$ cat src/rtl/b64d_pkg.sv
`timescale 1ns / 1ps

package b64d_pkg;

  // ASCII codes that both the classifier and the decode stage care about.
  localparam logic [7:0] BYTE_TAB   = 8'h09;
  localparam logic [7:0] BYTE_LF    = 8'h0A;
  localparam logic [7:0] BYTE_CR    = 8'h0D;
  localparam logic [7:0] BYTE_SPACE = 8'h20;

  // What the front end makes of one accepted beat.
  typedef enum logic [1:0] {
    KIND_DATA,
    KIND_FAIL,
    KIND_PAD,
    KIND_FINISH
  } item_kind_t;

  // Position inside the current quartet of digits.
  typedef enum logic [1:0] {
    PH_0,
    PH_1,
    PH_2,
    PH_3
  } phase_t;

  typedef struct packed {
    item_kind_t  kind;
    logic [5:0]  digit;
  } item_t;

  // One queue slot as it travels between the front end, the queue and the back end.
  typedef struct packed {
    logic  valid;
    item_t item;
  } q_entry_t;

endpackage

$ cat src/rtl/b64d_ifs.sv
`timescale 1ns / 1ps

interface b64d_in_if;
  logic       valid;
  logic       ready;
  logic [7:0] in_byte;
  logic       finish;

  modport source (output valid, output in_byte, output finish, input ready);
  modport sink (input valid, input in_byte, input finish, output ready);
endinterface

interface b64d_out_if;
  logic        valid;
  logic        ready;
  logic [7:0]  data_byte;
  logic        is_final;
  logic [15:0] error_total;

  modport source (output valid, output data_byte, output is_final, output error_total,
                  input ready);
  modport sink (input valid, input data_byte, input is_final, input error_total,
                output ready);
endinterface

interface b64d_cfg_if;
  logic valid;
  logic ready;
  logic text_mode;

  modport source (output valid, output text_mode, input ready);
  modport sink (input valid, input text_mode, output ready);
endinterface

$ cat src/rtl/b64d_front.sv
`timescale 1ns / 1ps

module b64d_front (
  b64d_in_if.sink            din,
  output b64d_pkg::q_entry_t push,
  input  logic               push_ready
);
  import b64d_pkg::*;

  localparam logic [7:0] CHAR_PAD   = 8'h3D;
  localparam logic [7:0] CHAR_PLUS  = 8'h2B;
  localparam logic [7:0] CHAR_SLASH = 8'h2F;
  localparam logic [7:0] CHAR_UPPER = 8'h41;
  localparam logic [7:0] CHAR_LOWER = 8'h61;
  localparam logic [7:0] CHAR_DIGIT = 8'h30;
  localparam logic [7:0] LOWER_BASE = 8'd26;
  localparam logic [7:0] DIGIT_BASE = 8'd52;
  localparam logic [5:0] CODE_PLUS  = 6'd62;
  localparam logic [5:0] CODE_SLASH = 6'd63;

  logic skip;

  // Whitespace is dropped here; everything else becomes one queue entry.
  always_comb begin
    skip            = 1'b0;
    push.item.kind  = KIND_FAIL;
    push.item.digit = '0;
    if (din.finish) begin
      push.item.kind = KIND_FINISH;
    end else begin
      case (din.in_byte) inside
        BYTE_TAB, BYTE_LF, BYTE_CR, BYTE_SPACE: begin
          skip = 1'b1;
        end
        CHAR_PAD: begin
          push.item.kind = KIND_PAD;
        end
        [8'h41:8'h5A]: begin
          push.item.kind  = KIND_DATA;
          push.item.digit = 6'(din.in_byte - CHAR_UPPER);
        end
        [8'h61:8'h7A]: begin
          push.item.kind  = KIND_DATA;
          push.item.digit = 6'(din.in_byte - CHAR_LOWER + LOWER_BASE);
        end
        [8'h30:8'h39]: begin
          push.item.kind  = KIND_DATA;
          push.item.digit = 6'(din.in_byte - CHAR_DIGIT + DIGIT_BASE);
        end
        CHAR_PLUS: begin
          push.item.kind  = KIND_DATA;
          push.item.digit = CODE_PLUS;
        end
        CHAR_SLASH: begin
          push.item.kind  = KIND_DATA;
          push.item.digit = CODE_SLASH;
        end
        default: begin
          push.item.kind = KIND_FAIL;
        end
      endcase
    end
  end

  assign din.ready  = push_ready;
  assign push.valid = din.valid && !skip;

endmodule

$ cat src/rtl/b64d_queue.sv
`timescale 1ns / 1ps

module b64d_queue (
  input  logic               clk,
  input  logic               rst,
  input  b64d_pkg::q_entry_t push,
  output logic               push_ready,
  output b64d_pkg::q_entry_t pop,
  input  logic               pop_ready
);
  import b64d_pkg::*;

  localparam int DEPTH = 2;
  localparam int PTR_W = $clog2(DEPTH);

  item_t            slots [DEPTH];
  logic [PTR_W-1:0] wr_ptr;
  logic [PTR_W-1:0] rd_ptr;
  logic [PTR_W:0]   count;
  logic             do_push;
  logic             do_pop;

  assign push_ready = (count != (PTR_W + 1)'(DEPTH));
  assign pop.valid  = (count != '0);
  assign pop.item   = slots[rd_ptr];
  assign do_push    = push.valid && push_ready;
  assign do_pop     = pop.valid && pop_ready;

  always_ff @(posedge clk) begin
    if (do_push) begin
      slots[wr_ptr] <= push.item;
    end
  end

  always_ff @(posedge clk) begin
    if (rst) begin
      wr_ptr <= '0;
      rd_ptr <= '0;
      count  <= '0;
    end else begin
      if (do_push) begin
        wr_ptr <= wr_ptr + 1'b1;
      end
      if (do_pop) begin
        rd_ptr <= rd_ptr + 1'b1;
      end
      count <= count + (PTR_W + 1)'(do_push) - (PTR_W + 1)'(do_pop);
    end
  end

  a_count_bound: assert property (@(posedge clk) disable iff (rst)
    count <= (PTR_W + 1)'(DEPTH))
    else $error("queue occupancy exceeds its depth");

endmodule

$ cat src/rtl/b64d_back.sv
`timescale 1ns / 1ps

module b64d_back #(
  parameter int COUNT_WIDTH = 16
) (
  input  logic               clk,
  input  logic               rst,
  input  b64d_pkg::q_entry_t head,
  output logic               pop_ready,
  b64d_cfg_if.sink           cfg,
  b64d_out_if.source         dout
);
  import b64d_pkg::*;

  localparam int CW   = COUNT_WIDTH;
  localparam int EXTW = (CW > 16) ? CW : 16;
  localparam logic [CW-1:0]   CNT_MAX = {CW{1'b1}};
  localparam logic [CW:0]     ONE_W   = (CW + 1)'(1);
  localparam logic [CW:0]     TWO_W   = (CW + 1)'(2);
  localparam logic [EXTW-1:0] REPORT_MAX = EXTW'(16'hFFFF);

  function automatic logic [CW-1:0] sat_add(input logic [CW-1:0] a, input logic [CW:0] b);
    logic [CW+1:0] sum;
    sum = {2'b00, a} + {1'b0, b};
    return (sum > {2'b00, CNT_MAX}) ? CNT_MAX : sum[CW-1:0];
  endfunction

  logic           text_mode;
  phase_t         phase, phase_next;
  logic [7:0]     partial_bits, partial_next;
  logic [CW-1:0]  pending_pads, pads_next;
  logic           last_was_cr, cr_next;
  logic [CW-1:0]  error_count, error_next;
  logic [CW-1:0]  err_sum;
  logic [CW:0]    pads_w;
  logic [CW:0]    fin_add;
  logic [EXTW-1:0] err_ext;
  logic           advance;
  logic           emit;
  logic           fin;
  logic [7:0]     dec_byte;
  logic [15:0]    total;

  assign pop_ready = !dout.valid || dout.ready;
  assign advance   = head.valid && pop_ready;
  assign cfg.ready = 1'b1;
  assign pads_w    = {1'b0, pending_pads};

  // Pad check at end of message: the expected pad count depends on the phase.
  always_comb begin
    case (phase)
      PH_0:    fin_add = pads_w;
      PH_1:    fin_add = pads_w + ONE_W;
      PH_2:    fin_add = (pads_w >= TWO_W) ? pads_w - TWO_W : TWO_W - pads_w;
      PH_3:    fin_add = (pads_w >= ONE_W) ? pads_w - ONE_W : ONE_W - pads_w;
      default: fin_add = pads_w;
    endcase
  end

  always_comb begin
    phase_next   = phase;
    partial_next = partial_bits;
    pads_next    = pending_pads;
    cr_next      = last_was_cr;
    error_next   = error_count;
    err_sum      = error_count;
    emit         = 1'b0;
    fin          = 1'b0;
    dec_byte     = '0;
    if (advance) begin
      case (head.item.kind)
        KIND_FINISH: begin
          err_sum      = sat_add(error_count, fin_add);
          emit         = 1'b1;
          fin          = 1'b1;
          phase_next   = PH_0;
          partial_next = '0;
          pads_next    = '0;
          cr_next      = 1'b0;
          error_next   = '0;
        end
        KIND_FAIL: begin
          err_sum    = sat_add(error_count, ONE_W);
          error_next = err_sum;
        end
        KIND_PAD: begin
          pads_next = sat_add(pending_pads, ONE_W);
        end
        KIND_DATA: begin
          // Pads followed by more data are all errors.
          err_sum    = sat_add(error_count, pads_w);
          error_next = err_sum;
          pads_next  = '0;
          emit       = 1'b1;
          case (phase)
            PH_0: begin
              partial_next = {head.item.digit, 2'b00};
              phase_next   = PH_1;
              emit         = 1'b0;
            end
            PH_1: begin
              dec_byte     = partial_bits | {6'b0, head.item.digit[5:4]};
              partial_next = {head.item.digit[3:0], 4'b0};
              phase_next   = PH_2;
            end
            PH_2: begin
              dec_byte     = partial_bits | {4'b0, head.item.digit[5:2]};
              partial_next = {head.item.digit[1:0], 6'b0};
              phase_next   = PH_3;
            end
            default: begin
              dec_byte   = partial_bits | {2'b0, head.item.digit};
              phase_next = PH_0;
            end
          endcase
          if (emit && text_mode) begin
            if (dec_byte == BYTE_LF) begin
              if (last_was_cr) begin
                cr_next = 1'b0;
                emit    = 1'b0;
              end else begin
                dec_byte = BYTE_CR;
              end
            end else begin
              cr_next = (dec_byte == BYTE_CR);
            end
          end
        end
        default: begin
          emit = 1'b0;
        end
      endcase
    end
  end

  assign err_ext = EXTW'(err_sum);
  assign total   = (err_ext > REPORT_MAX) ? 16'hFFFF : err_ext[15:0];

  always_ff @(posedge clk) begin
    if (rst) begin
      text_mode    <= 1'b0;
      phase        <= PH_0;
      partial_bits <= '0;
      pending_pads <= '0;
      last_was_cr  <= 1'b0;
      error_count  <= '0;
      dout.valid   <= 1'b0;
    end else begin
      if (cfg.valid) begin
        text_mode <= cfg.text_mode;
      end
      phase        <= phase_next;
      partial_bits <= partial_next;
      pending_pads <= pads_next;
      last_was_cr  <= cr_next;
      error_count  <= error_next;
      if (advance) begin
        dout.valid <= emit;
      end else if (dout.ready) begin
        dout.valid <= 1'b0;
      end
    end
  end

  always_ff @(posedge clk) begin
    if (advance && emit) begin
      dout.data_byte   <= fin ? 8'h00 : dec_byte;
      dout.is_final    <= fin;
      dout.error_total <= total;
    end
  end

  a_finish_clears: assert property (@(posedge clk) disable iff (rst)
    advance && head.item.kind == KIND_FINISH |=>
      phase == PH_0 && pending_pads == '0 && error_count == '0 && dout.valid && dout.is_final)
    else $error("finish did not clear the decoder state");

  a_errors_grow: assert property (@(posedge clk) disable iff (rst)
    advance && head.item.kind != KIND_FINISH |=> error_count >= $past(error_count))
    else $error("error count went down without a finish");

  a_final_zero: assert property (@(posedge clk) disable iff (rst)
    dout.valid && dout.is_final |-> dout.data_byte == 8'h00)
    else $error("final result carries a nonzero data byte");

endmodule

$ cat src/rtl/base64_decoder_text_newline_core.sv
`timescale 1ns / 1ps
// A result beat passes through the queue slot, written when its input beat is accepted, and
// then through the output register.
// Throughput: one input beat per cycle while results are taken.
// A two-entry queue separates classification from decoding, so up to two more non-whitespace
// beats still enter while a result waits in the output register.
// Reset (rst, synchronous): clears the quartet state, counters, queue and text_mode.

module base64_decoder_text_newline_core #(
  parameter int COUNT_WIDTH = 16
) (
  input  logic       clk,
  input  logic       rst,
  b64d_in_if.sink    din,
  b64d_out_if.source dout,
  b64d_cfg_if.sink   cfg
);
  import b64d_pkg::*;

  // The front end turns each byte into a data digit, a pad, an invalid mark or a finish,
  // and drops whitespace outright so that it never occupies a queue slot.
  q_entry_t push;
  logic     push_ready;

  // The head of the queue feeds the back end, which owns all the decoder state.
  q_entry_t head;
  logic     pop_ready;

  b64d_front u_front (
    .din        (din),
    .push       (push),
    .push_ready (push_ready)
  );

  // The queue absorbs a stall of the output side for a beat or two before the
  // input side has to stop.
  b64d_queue u_queue (
    .clk        (clk),
    .rst        (rst),
    .push       (push),
    .push_ready (push_ready),
    .pop        (head),
    .pop_ready  (pop_ready)
  );

  // The back end assembles quartets, tracks pads and errors, applies the text-mode
  // newline rules and holds the result in its output register.
  b64d_back #(
    .COUNT_WIDTH (COUNT_WIDTH)
  ) u_back (
    .clk       (clk),
    .rst       (rst),
    .head      (head),
    .pop_ready (pop_ready),
    .cfg       (cfg),
    .dout      (dout)
  );

endmodule

$ cat src/flat_wrapper.sv
// flat-port wrapper written by rule: the top's interface ports become plain ports
module base64_decoder_text_newline_core_flat import b64d_pkg::*;
#(
  parameter int COUNT_WIDTH = 16
)
  (clk, rst, din_valid, din_in_byte, din_finish, din_ready, dout_valid, dout_data_byte, dout_is_final, dout_error_total, dout_ready, cfg_valid, cfg_text_mode, cfg_ready);
  b64d_in_if din_i ();
  b64d_out_if dout_i ();
  b64d_cfg_if cfg_i ();
  input  logic clk;
  input  logic rst;
  input wire logic [$bits(din_i.valid)-1:0] din_valid;
  input wire logic [$bits(din_i.in_byte)-1:0] din_in_byte;
  input wire logic [$bits(din_i.finish)-1:0] din_finish;
  output wire logic [$bits(din_i.ready)-1:0] din_ready;
  output wire logic [$bits(dout_i.valid)-1:0] dout_valid;
  output wire logic [$bits(dout_i.data_byte)-1:0] dout_data_byte;
  output wire logic [$bits(dout_i.is_final)-1:0] dout_is_final;
  output wire logic [$bits(dout_i.error_total)-1:0] dout_error_total;
  input wire logic [$bits(dout_i.ready)-1:0] dout_ready;
  input wire logic [$bits(cfg_i.valid)-1:0] cfg_valid;
  input wire logic [$bits(cfg_i.text_mode)-1:0] cfg_text_mode;
  output wire logic [$bits(cfg_i.ready)-1:0] cfg_ready;
  assign din_i.valid = din_valid;
  assign din_i.in_byte = din_in_byte;
  assign din_i.finish = din_finish;
  assign din_ready = din_i.ready;
  assign dout_valid = dout_i.valid;
  assign dout_data_byte = dout_i.data_byte;
  assign dout_is_final = dout_i.is_final;
  assign dout_error_total = dout_i.error_total;
  assign dout_i.ready = dout_ready;
  assign cfg_i.valid = cfg_valid;
  assign cfg_i.text_mode = cfg_text_mode;
  assign cfg_ready = cfg_i.ready;
  base64_decoder_text_newline_core #(.COUNT_WIDTH(COUNT_WIDTH)) u_core (.clk(clk), .rst(rst), .din(din_i), .dout(dout_i), .cfg(cfg_i));
endmodule
$ cat config.mk
export PLATFORM = sky130hd
export DESIGN_NAME = base64_decoder_text_newline_core_flat
export DESIGN_NICKNAME = d
export VERILOG_FILES = /design/src/rtl/b64d_pkg.sv /design/src/rtl/b64d_ifs.sv /design/src/rtl/b64d_front.sv /design/src/rtl/b64d_queue.sv /design/src/rtl/b64d_back.sv /design/src/rtl/base64_decoder_text_newline_core.sv /design/src/flat_wrapper.sv
export SDC_FILE = /design/constraint.sdc
export NUM_CORES = 1
export LEC_CHECK = 0
export BUFFER_PORTS_ARGS = -buffer_cell sky130_fd_sc_hd__buf_4
export CORE_MARGIN = 5
export CORE_UTILIZATION = 55
export CTS_CLUSTER_SIZE = 14
export DETAILED_ROUTE_END_ITERATION = 8
export PLACE_DENSITY = 0.73
export REMOVE_ABC_BUFFERS = 1
export SYNTH_ARGS = -nofsm -noshare
export SYNTH_HDL_FRONTEND = slang
export SYNTH_SLANG_ARGS = --single-unit
$ cat constraint.sdc
create_clock -name clk -period 8.5 [get_ports clk]
set_input_delay 0.425 -clock clk [delete_from_list [all_inputs] [get_ports clk]]
set_output_delay 0.425 -clock clk [all_outputs]
set_load 0.05 [all_outputs]
==> results of run 1 <==
## worst max-delay path, cell delays in order, from the launching register on
cell and delay [ns]:
dfxtp_1 0.49, inv_1 0.24, ha_1 0.26, nor3b_2 0.40
nand4_1 0.30, nor3_1 0.61, a21oi_1 0.11, xnor2_1 0.15
a221o_1 0.37, a2111o_1 0.39, o221a_2 0.14, ha_1 0.37
nand3_1 0.13, or4_1 0.46, a2111oi_4 0.40, a22oi_2 0.30
o31a_1 0.32, or3_1 0.30
## area by class of cell
type / count / area, um2 / area share
repair buffers: 47 / 353 / 0.0387
clock inverters: 6 / 50.0 / 0.00549
clock buffers: 10 / 229 / 0.0251
well taps: 188 / 235 / 0.0258
multi-input cells: 882 / 5890 / 0.646
inverters: 45 / 169 / 0.0185
flip-flops and latches: 89 / 2190 / 0.240
## worst paths after layout
kind	start	end	slack (ns)	cells past startpoint
setup reg to reg	u_core.u_back.pending_pads[2]	u_core.u_back.dout.error_total[0]	2.49	17
hold reg to reg	u_core.u_back.partial_bits[5]	u_core.u_back.partial_bits[5]	0.49	2
hold / removal	cfg_text_mode	u_core.u_back.text_mode	0.30	3
setup / recovery	u_core.u_back.pending_pads[2]	u_core.u_back.dout.error_total[0]	2.49	17
## kinds of logic (layout without fill, tap and decap cells)
logic type | after synthesis | in the layout | synth area share
buf+inv | 107 | 108 | 0.0513
compound gates | 366 | 366 | 0.285
mux | 15 | 15 | 0.0184
fa+ha+maj | 65 | 65 | 0.0972
flops | 89 | 89 | 0.257
other cells | 1 | 1 | 0.000440
xor+xnor | 50 | 50 | 0.0514
simple gates | 385 | 385 | 0.239
## stage by stage
stage	setup slack, ns	hold WS [ns]	total power, mW	cell area (um2)	cells
final	2.49	0.298	1.59	9120	1267
after global routing	2.15	0.297	1.67	9120	1267
after CTS	2.63	0.297	1.58	9120	1267
after detailed placement	2.66	0.478	1.18	8840	1251
after global placement	2.82	0.461	1.19	8840	1251
after floorplan	3.34	0.434	0.983	8250	1016
## state kept, by name, indices dropped and copies added, names as in the netlist, 2 cells and up, named ones only
| signal | cells |
|---|---|
| u_core.u_back.dout.error_total | 16 |
| u_core.u_back.dout.data_byte | 8 |
| u_core.u_back.error_count | 16 |
| u_core.u_back.pending_pads | 16 |
| u_core.u_back.phase | 2 |
| u_core.u_queue.count | 2 |
| u_core.u_queue.slots | 16 |
| u_core.u_back.partial_bits | 6 |
## layer usage
metal	part of all wire	vias up	GRT usage
met5	0	-	0
met4	0.032	0	0.105
met3	0.085	63	0.0633
met2	0.45	445	0.454
met1	0.44	4065	0.395
li1	-	4101	-
## Yosys cell counts (9+ instances only)
cell type,count
a21oi_1,107
o211ai_1,18
xnor2_1,33
dfxtp_1,48
a211oi_1,20
a21o_1,15
a31oi_1,14
nor3_1,56
o21a_1,9
nand2_1,71
nor4_1,12
o22ai_1,16
and3_1,23
o31ai_1,14
o21ai_0,62
or3_1,9
clkbuf_1,48
nor2_1,88
mux2i_1,10
and2_1,12
inv_1,43
edfxtp_1,41
nand3_1,46
xor2_1,17
nand4_1,12
ha_1,63
## power groups by stage
stage	Combinational [mW]	Sequential [mW]	Clock, mW
finish	0.652	0.539	0.402
global route	0.703	0.544	0.423
CTS	0.640	0.539	0.404
floorplan	0.386	0.597	0
global placement	0.637	0.548	0
detailed placement	0.637	0.548	0
## cell usage in the layout (no fill, tap or decap), types with 9 or more instances in the layout
| cell | count |
|---|---|
| buf_4 | 47 |
| nand2_1 | 71 |
| dfxtp_1 | 48 |
| nor4_1 | 12 |
| a21o_1 | 15 |
| a31oi_1 | 14 |
| and3_1 | 23 |
| o22ai_1 | 16 |
| nand3_1 | 46 |
| edfxtp_1 | 41 |
| nand4_1 | 12 |
| clkbuf_16 | 9 |
| o21ai_0 | 62 |
| a211oi_1 | 20 |
| ha_1 | 63 |
| and2_1 | 12 |
| nor3_1 | 56 |
| or3_1 | 9 |
| xnor2_1 | 33 |
| mux2i_1 | 10 |
| nor2_1 | 88 |
| o211ai_1 | 18 |
| xor2_1 | 17 |
| o21a_1 | 9 |
| o31ai_1 | 14 |
| inv_1 | 43 |
| a21oi_1 | 107 |
==> impl_metrics.csv, run 1 <==
group,metric,value,unit
setup_path,criticalPathCategory,"reg -> reg",
drt,drtAntennaViolNets,0,
drt,drtPass1Iterations,6,
cts,cts_tree,"yes",
power_and_ir_drop,clkPwrFrac,0.253,
cts,htreeDepth,3,
grt,grt_usage,0.290,
drt,routed-via-count,8674,
die,ios,43,
die,rows,45,
layout,drive_above_1_share,0.0899,
sta,maxSlewViolCount,0,
status,status,"finished, final reports clean",
drt,drcViolationCount,0,
grt,antenna_found_initial,0,
setup_path,critPathMaxFanout,16,
sta,worstMarginPinSlew,1.11,ns
drt,via_per_inst,6.85,
die,die_area,18100,um2
logic_synthesis,synth_flop_cell,"dfxtp_1",
logic_synthesis,ys_types,90,
logic_synthesis,synth-edff-count,41,
layout,area_growth,7.04,%
cts,numCtsBuffers,9,
logic_synthesis,synth_area_per_cell,7.90,um2
logic_synthesis,syn_area,8520,um2
cts,cts_resized,0,
sta,slew_headroom,0.256,
logic_synthesis,yosysTopAreaCellShare,0.145,
setup_path,crit_path_end_kind,"register",
sta,setup_viol,0,
layout,diodes,0,
logic_synthesis,synth_area_leaders,"edfxtp_1 (14%), dfxtp_1 (11%), ha_1 (9.3%), a21oi_1 (6.3%), nor2_1 (3.9%)",
sta,fin_crit_sh,0.707,
flow_run,maxCapViolCount,0,
power_and_ir_drop,power_leakage,3.45,nW
die,start_util,0.560,
drt,drt_iter0_markers,1177,
setup_path,crit_required,8.62,ns
logic_synthesis,synth_seq_cells,89,
logic_synthesis,syn_inst,1078,
setup_path,worstSetupStartpointType,"register",
worst_hold_path,hp-class,"in -> reg",
sta,finalHoldViolCount,0,
power_and_ir_drop,switchingPower,0.688,mW
layout,utilization,0.600,
sta,rsz0062_at_grt,"false",
placed_design,place_congestion,0.980,
sta,final.setup.tns,0,ns
sta,finClkSkew,0.0129,ns
sta,clock.fmax,0.166,GHz
placed_design,dpl.hpwl,19500,um
power_and_ir_drop,seqPwrFrac,0.338,
layout,fill_cells,1383,
grt,grt_remaining_overflow,0,
cts,cts.reportedPaths.clkPinSlew,0.08,ns
power_and_ir_drop,irDropWorstVdd,111,uV
cts,ctsHoldBuffers,0,
placed_design,port_buffers,41,
power_and_ir_drop,p_per_area,175,nW/um2
power_and_ir_drop,p_comb_frac,0.409,
cts,clk_latency,0.37,ns
grt,grt_start_max_net_pins,49,
grt,grt_first_pass_wirelength,42200,um
power_and_ir_drop,intPower,0.904,mW
grt,grt_pass1_vias,7864,
drt,finalWirelength,26600,um
cts,clockBufferDepth,2,
logic_synthesis,synth-async-reset-ratio,0,
cts,clock_tree.root_cell,"clkbuf_16",
sta,fin_crit,6.01,ns
cts,clock-sinks,89,
drt,wl_per_cell,21.0,um
setup_path,crit_arrival,6.13,ns
die,core-area,15200,um2
logic_synthesis,yosysWarnings,0,
layout,nets,1154,
die,die_w,134,um
logic_synthesis,synth_top_area_cell,"edfxtp_1",
power_and_ir_drop,netSwitchingFraction,0.432,
die,die_h,134,um
logic_synthesis,ys_seq_area_frac,0.257,
cts,postCtsSetupBuffers,0,
Note: power is estimated with default switching activity, not from simulation.
==> inputs of run 2 (changes only) <==
- ABC_AREA: default -> 1
- PLACE_DENSITY: 0.73 -> 0.75
- clock period: 8.5 -> 5.1 ns (I/O delays scaled with it)
==> run 2 against run 1 <==
Clock skew decreased by 0.0012 ns. Hold slack worse by 0.17 ns. Power increased to 2.6 times the previous value. Global-route usage grew 0.47 points. Via count rose by 9.9%. Routed wire length rose by 2.9%. Critical path depth rose by 8.
==> impl_metrics.csv, run 2 <==
group,metric,value,unit
die,die_h,137,um
layout,area_growth,7.80,%
logic_synthesis,ys_seq_area_frac,0.246,
logic_synthesis,syn_inst,1420,
setup_path,critical_path_buf_inv_count,4,
grt,grt_remaining_overflow,0,
die,start_util,0.561,
sta,finClkSkew,0.0117,ns
logic_synthesis,synth_area_leaders,"nand2_1 (18%), edfxtp_1 (14%), dfxtp_1 (11%), ha_1 (8.9%), inv_1 (6.7%)",
sta,maxSlewViolCount,0,
logic_synthesis,ys_types,51,
setup_path,worstSetupStartpointType,"register",
die,rows,46,
logic_synthesis,synth_flop_cell,"dfxtp_1",
drt,drtAntennaViolNets,0,
cts,htreeDepth,3,
flow_run,maxCapViolCount,0,
power_and_ir_drop,p_per_area,428,nW/um2
sta,slew_headroom,0.327,
worst_hold_path,hp-class,"in -> reg",
cts,numCtsBuffers,9,
die,ios,43,
sta,finalHoldViolCount,0,
placed_design,dpl.hpwl,21400,um
logic_synthesis,ys_top_cells_by_count,"nand2_1 (422), inv_1 (159), nor2_1 (157)",
drt,routed-wl-met3,2570,um
logic_synthesis,synth_area_per_cell,6.27,um2
setup_path,path_common_cell,"nand2_1",
logic_synthesis,yosysMostFrequentCell,"nand2_1",
logic_synthesis,synth_top_area_cell,"nand2_1",
cts,clockBufferDepth,2,
setup_path,crit_required,5.21,ns
setup_path,crit_arrival,4.61,ns
power_and_ir_drop,irDropWorstVdd,312,uV
setup_path,criticalPathCategory,"reg -> reg",
logic_synthesis,synth-compound-area-share,0.144,
layout,nets,1515,
setup_path,critPathMaxFanout,16,
logic_synthesis,synth-edff-count,41,
setup_path,slowest_stage,"dfxtp_1",
cts,clock_tree.root_cell,"clkbuf_16",
sta,final.setup.tns,0,ns
grt,grt_start_max_net_pins,49,
cts,ctsHoldBuffers,0,
grt,grt_pass1_vias,8620,
logic_synthesis,yosysWarnings,0,
drt,drtPass1Iterations,6,
cts,clk_latency,0.36,ns
die,core-area,15900,um2
drt,m1WireLength,11600,um
cts,cts.reportedPaths.clkPinSlew,0.08,ns
sta,clock.fmax,0.222,GHz
power_and_ir_drop,power_leakage,4.67,nW
logic_synthesis,synth_seq_cells,89,
logic_synthesis,yosys.area_share.simple,0.373,
logic_synthesis,syn_area,8910,um2
drt,drt_iter0_markers,979,
die,die_area,18800,um2
drt,via_per_inst,5.76,
cts,cts_tree,"yes",
cts,postCtsSetupBuffers,0,
drt,routed-via-count,9536,
status,status,"finished, final reports clean",
sta,fin_crit,4.50,ns
drt,met2_wirelength,12500,um
sta,worstMarginPinSlew,1.01,ns
cts,clock-sinks,89,
grt,antenna_found_initial,0,
placed_design,place_congestion,1.07,
logic_synthesis,synthAdderAreaFrac,0.0930,
drt,drcViolationCount,0,
sta,fin_crit_sh,0.882,
layout,diodes,0,
drt,highest_layer,"met4",
logic_synthesis,synthMuxAreaShare,0.00112,
placed_design,place_ws,0.628,ns
drt,finalWirelength,27400,um
placed_design,port_buffers,41,
setup_path,critPathMaxStageDelay,0.56,ns
logic_synthesis,yosysTopAreaCellShare,0.178,
sta,rsz0062_at_grt,"false",
layout,final_cell_mix,"nand2_1 (422), inv_1 (159), nor2_1 (157)",
die,die_w,137,um
drt,wl_per_cell,16.6,um
logic_synthesis,synth-async-reset-ratio,0,
setup_path,cp_top_family,"simple AND/OR/NAND/NOR gates",
logic_synthesis,synth-xor-area-share,0.0443,
logic_synthesis,synth_top_family_by_area,"simple AND/OR/NAND/NOR gates",
sta,setup_ws,0.604,ns
grt,grt_first_pass_wirelength,44000,um
layout,drive_above_1_share,0.0688,
setup_path,crit_path_end_kind,"register",
grt,grt_usage,0.295,
sta,setup_viol,0,
layout,mostFrequentLayoutCell,"nand2_1",
run 2: cell types whose count changed in the layout (fill, tap and decap cells not counted), sizes merged, moves of 14 or more:
cell,previous run,this run
a211oi,21,2
nor3,58,23
nor4,18,3
xnor2,33,13
inv,46,164
and3,23,0
nor2,88,171
nand3,46,109
xor2,17,32
nand4,13,27
nand2,72,428
run 2: path summary, 6_finish.rpt:
kind / end / startpoint / cells after the start / slack, ns
min: u_core.u_back.text_mode / cfg_text_mode / 3 / 0.13
max reg2reg: u_core.u_back.dout.error_total[8] / u_core.u_back.pending_pads[1] / 25 / 0.60
max: u_core.u_back.dout.error_total[8] / u_core.u_back.pending_pads[1] / 25 / 0.60
min reg2reg: u_core.u_back.partial_bits[4] / u_core.u_back.partial_bits[4] / 2 / 0.47
run 2: layer usage:
| layer | global-route usage | up-vias |
|---|---|---|
| li1 | - | 4703 |
| met1 | 0.395 | 4282 |
| met2 | 0.481 | 488 |
| met3 | 0.0555 | 63 |
| met4 | 0.0931 | 0 |
| met5 | 0 | - |
run 2: logic make-up after synthesis:
kind of cell	Yosys count
AND/OR/NAND/NOR	782
AO/OA/AOI/OAI	228
buffers and inverters	209
flip-flops	89
adder cells (fa/ha/maj)	65
XOR/XNOR	45
other	1
multiplexers	1
run 2: final cells by class:
type	count	area, um2
flip-flops and latches	89	2190
fillers	1587	6280
inverters	161	604
multi-input cells	1122	5850
repair buffers	52	390
well taps	216	270
clock inverters	7	71.3
clock buffers	9	225
run 2: repair_timing:
| action | in CTS | in global routing |
|---|---|---|
| endpoints found under the setup margin | 0 | 14 |
| endpoints found under the hold margin | 0 | 0 |
| resized for setup | 0 | 1 |
run 2: through the flow:
step / instances / hold WS (ns) / util / instance area (um2) / power [mW]
after global placement: 1640 / 0.452 / 0.585 / 9300 / 3.38
after floorplan: 1372 / 0.324 / - / 8640 / 2.74
after CTS: 1656 / 0.126 / 0.604 / 9600 / 4.09
after detailed placement: 1640 / 0.457 / 0.585 / 9300 / 3.41
final: 1656 / 0.127 / 0.604 / 9600 / 4.11
after global routing: 1656 / 0.144 / 0.604 / 9600 / 4.42
run 2: worst reg2reg max path, cell delays in order (launching register included):
cell     delay [ns]
dfxtp_1        0.56
inv_1          0.23
ha_1           0.33
nand2_1        0.13
inv_1          0.06
nand2_1        0.12
nor2_2         0.08
nand2_2        0.18
nand2_1        0.16
inv_1          0.10
nand2_1        0.07
o21ai_0        0.32
inv_1          0.08
nand2_1        0.07
nand3_1        0.06
a31oi_1        0.18
ha_1           0.32
a21o_1         0.21
a31oi_1        0.17
o21ai_0        0.11
a21oi_1        0.21
nand2_1        0.13
nand2_4        0.19
nand2_1        0.08
nand2_1        0.06
nand2_1        0.05
run 2: power breakdown:
| part | switching [mW] | total, mW | internal [mW] | leakage [nW] |
|---|---|---|---|---|
| Clock | 0.329 | 0.675 | 0.345 | 0.141 |
| Sequential | 0.212 | 1.19 | 0.975 | 0.774 |
| Combinational | 1.54 | 2.25 | 0.714 | 3.75 |
| Total | 2.08 | 4.11 | 2.03 | 4.67 |
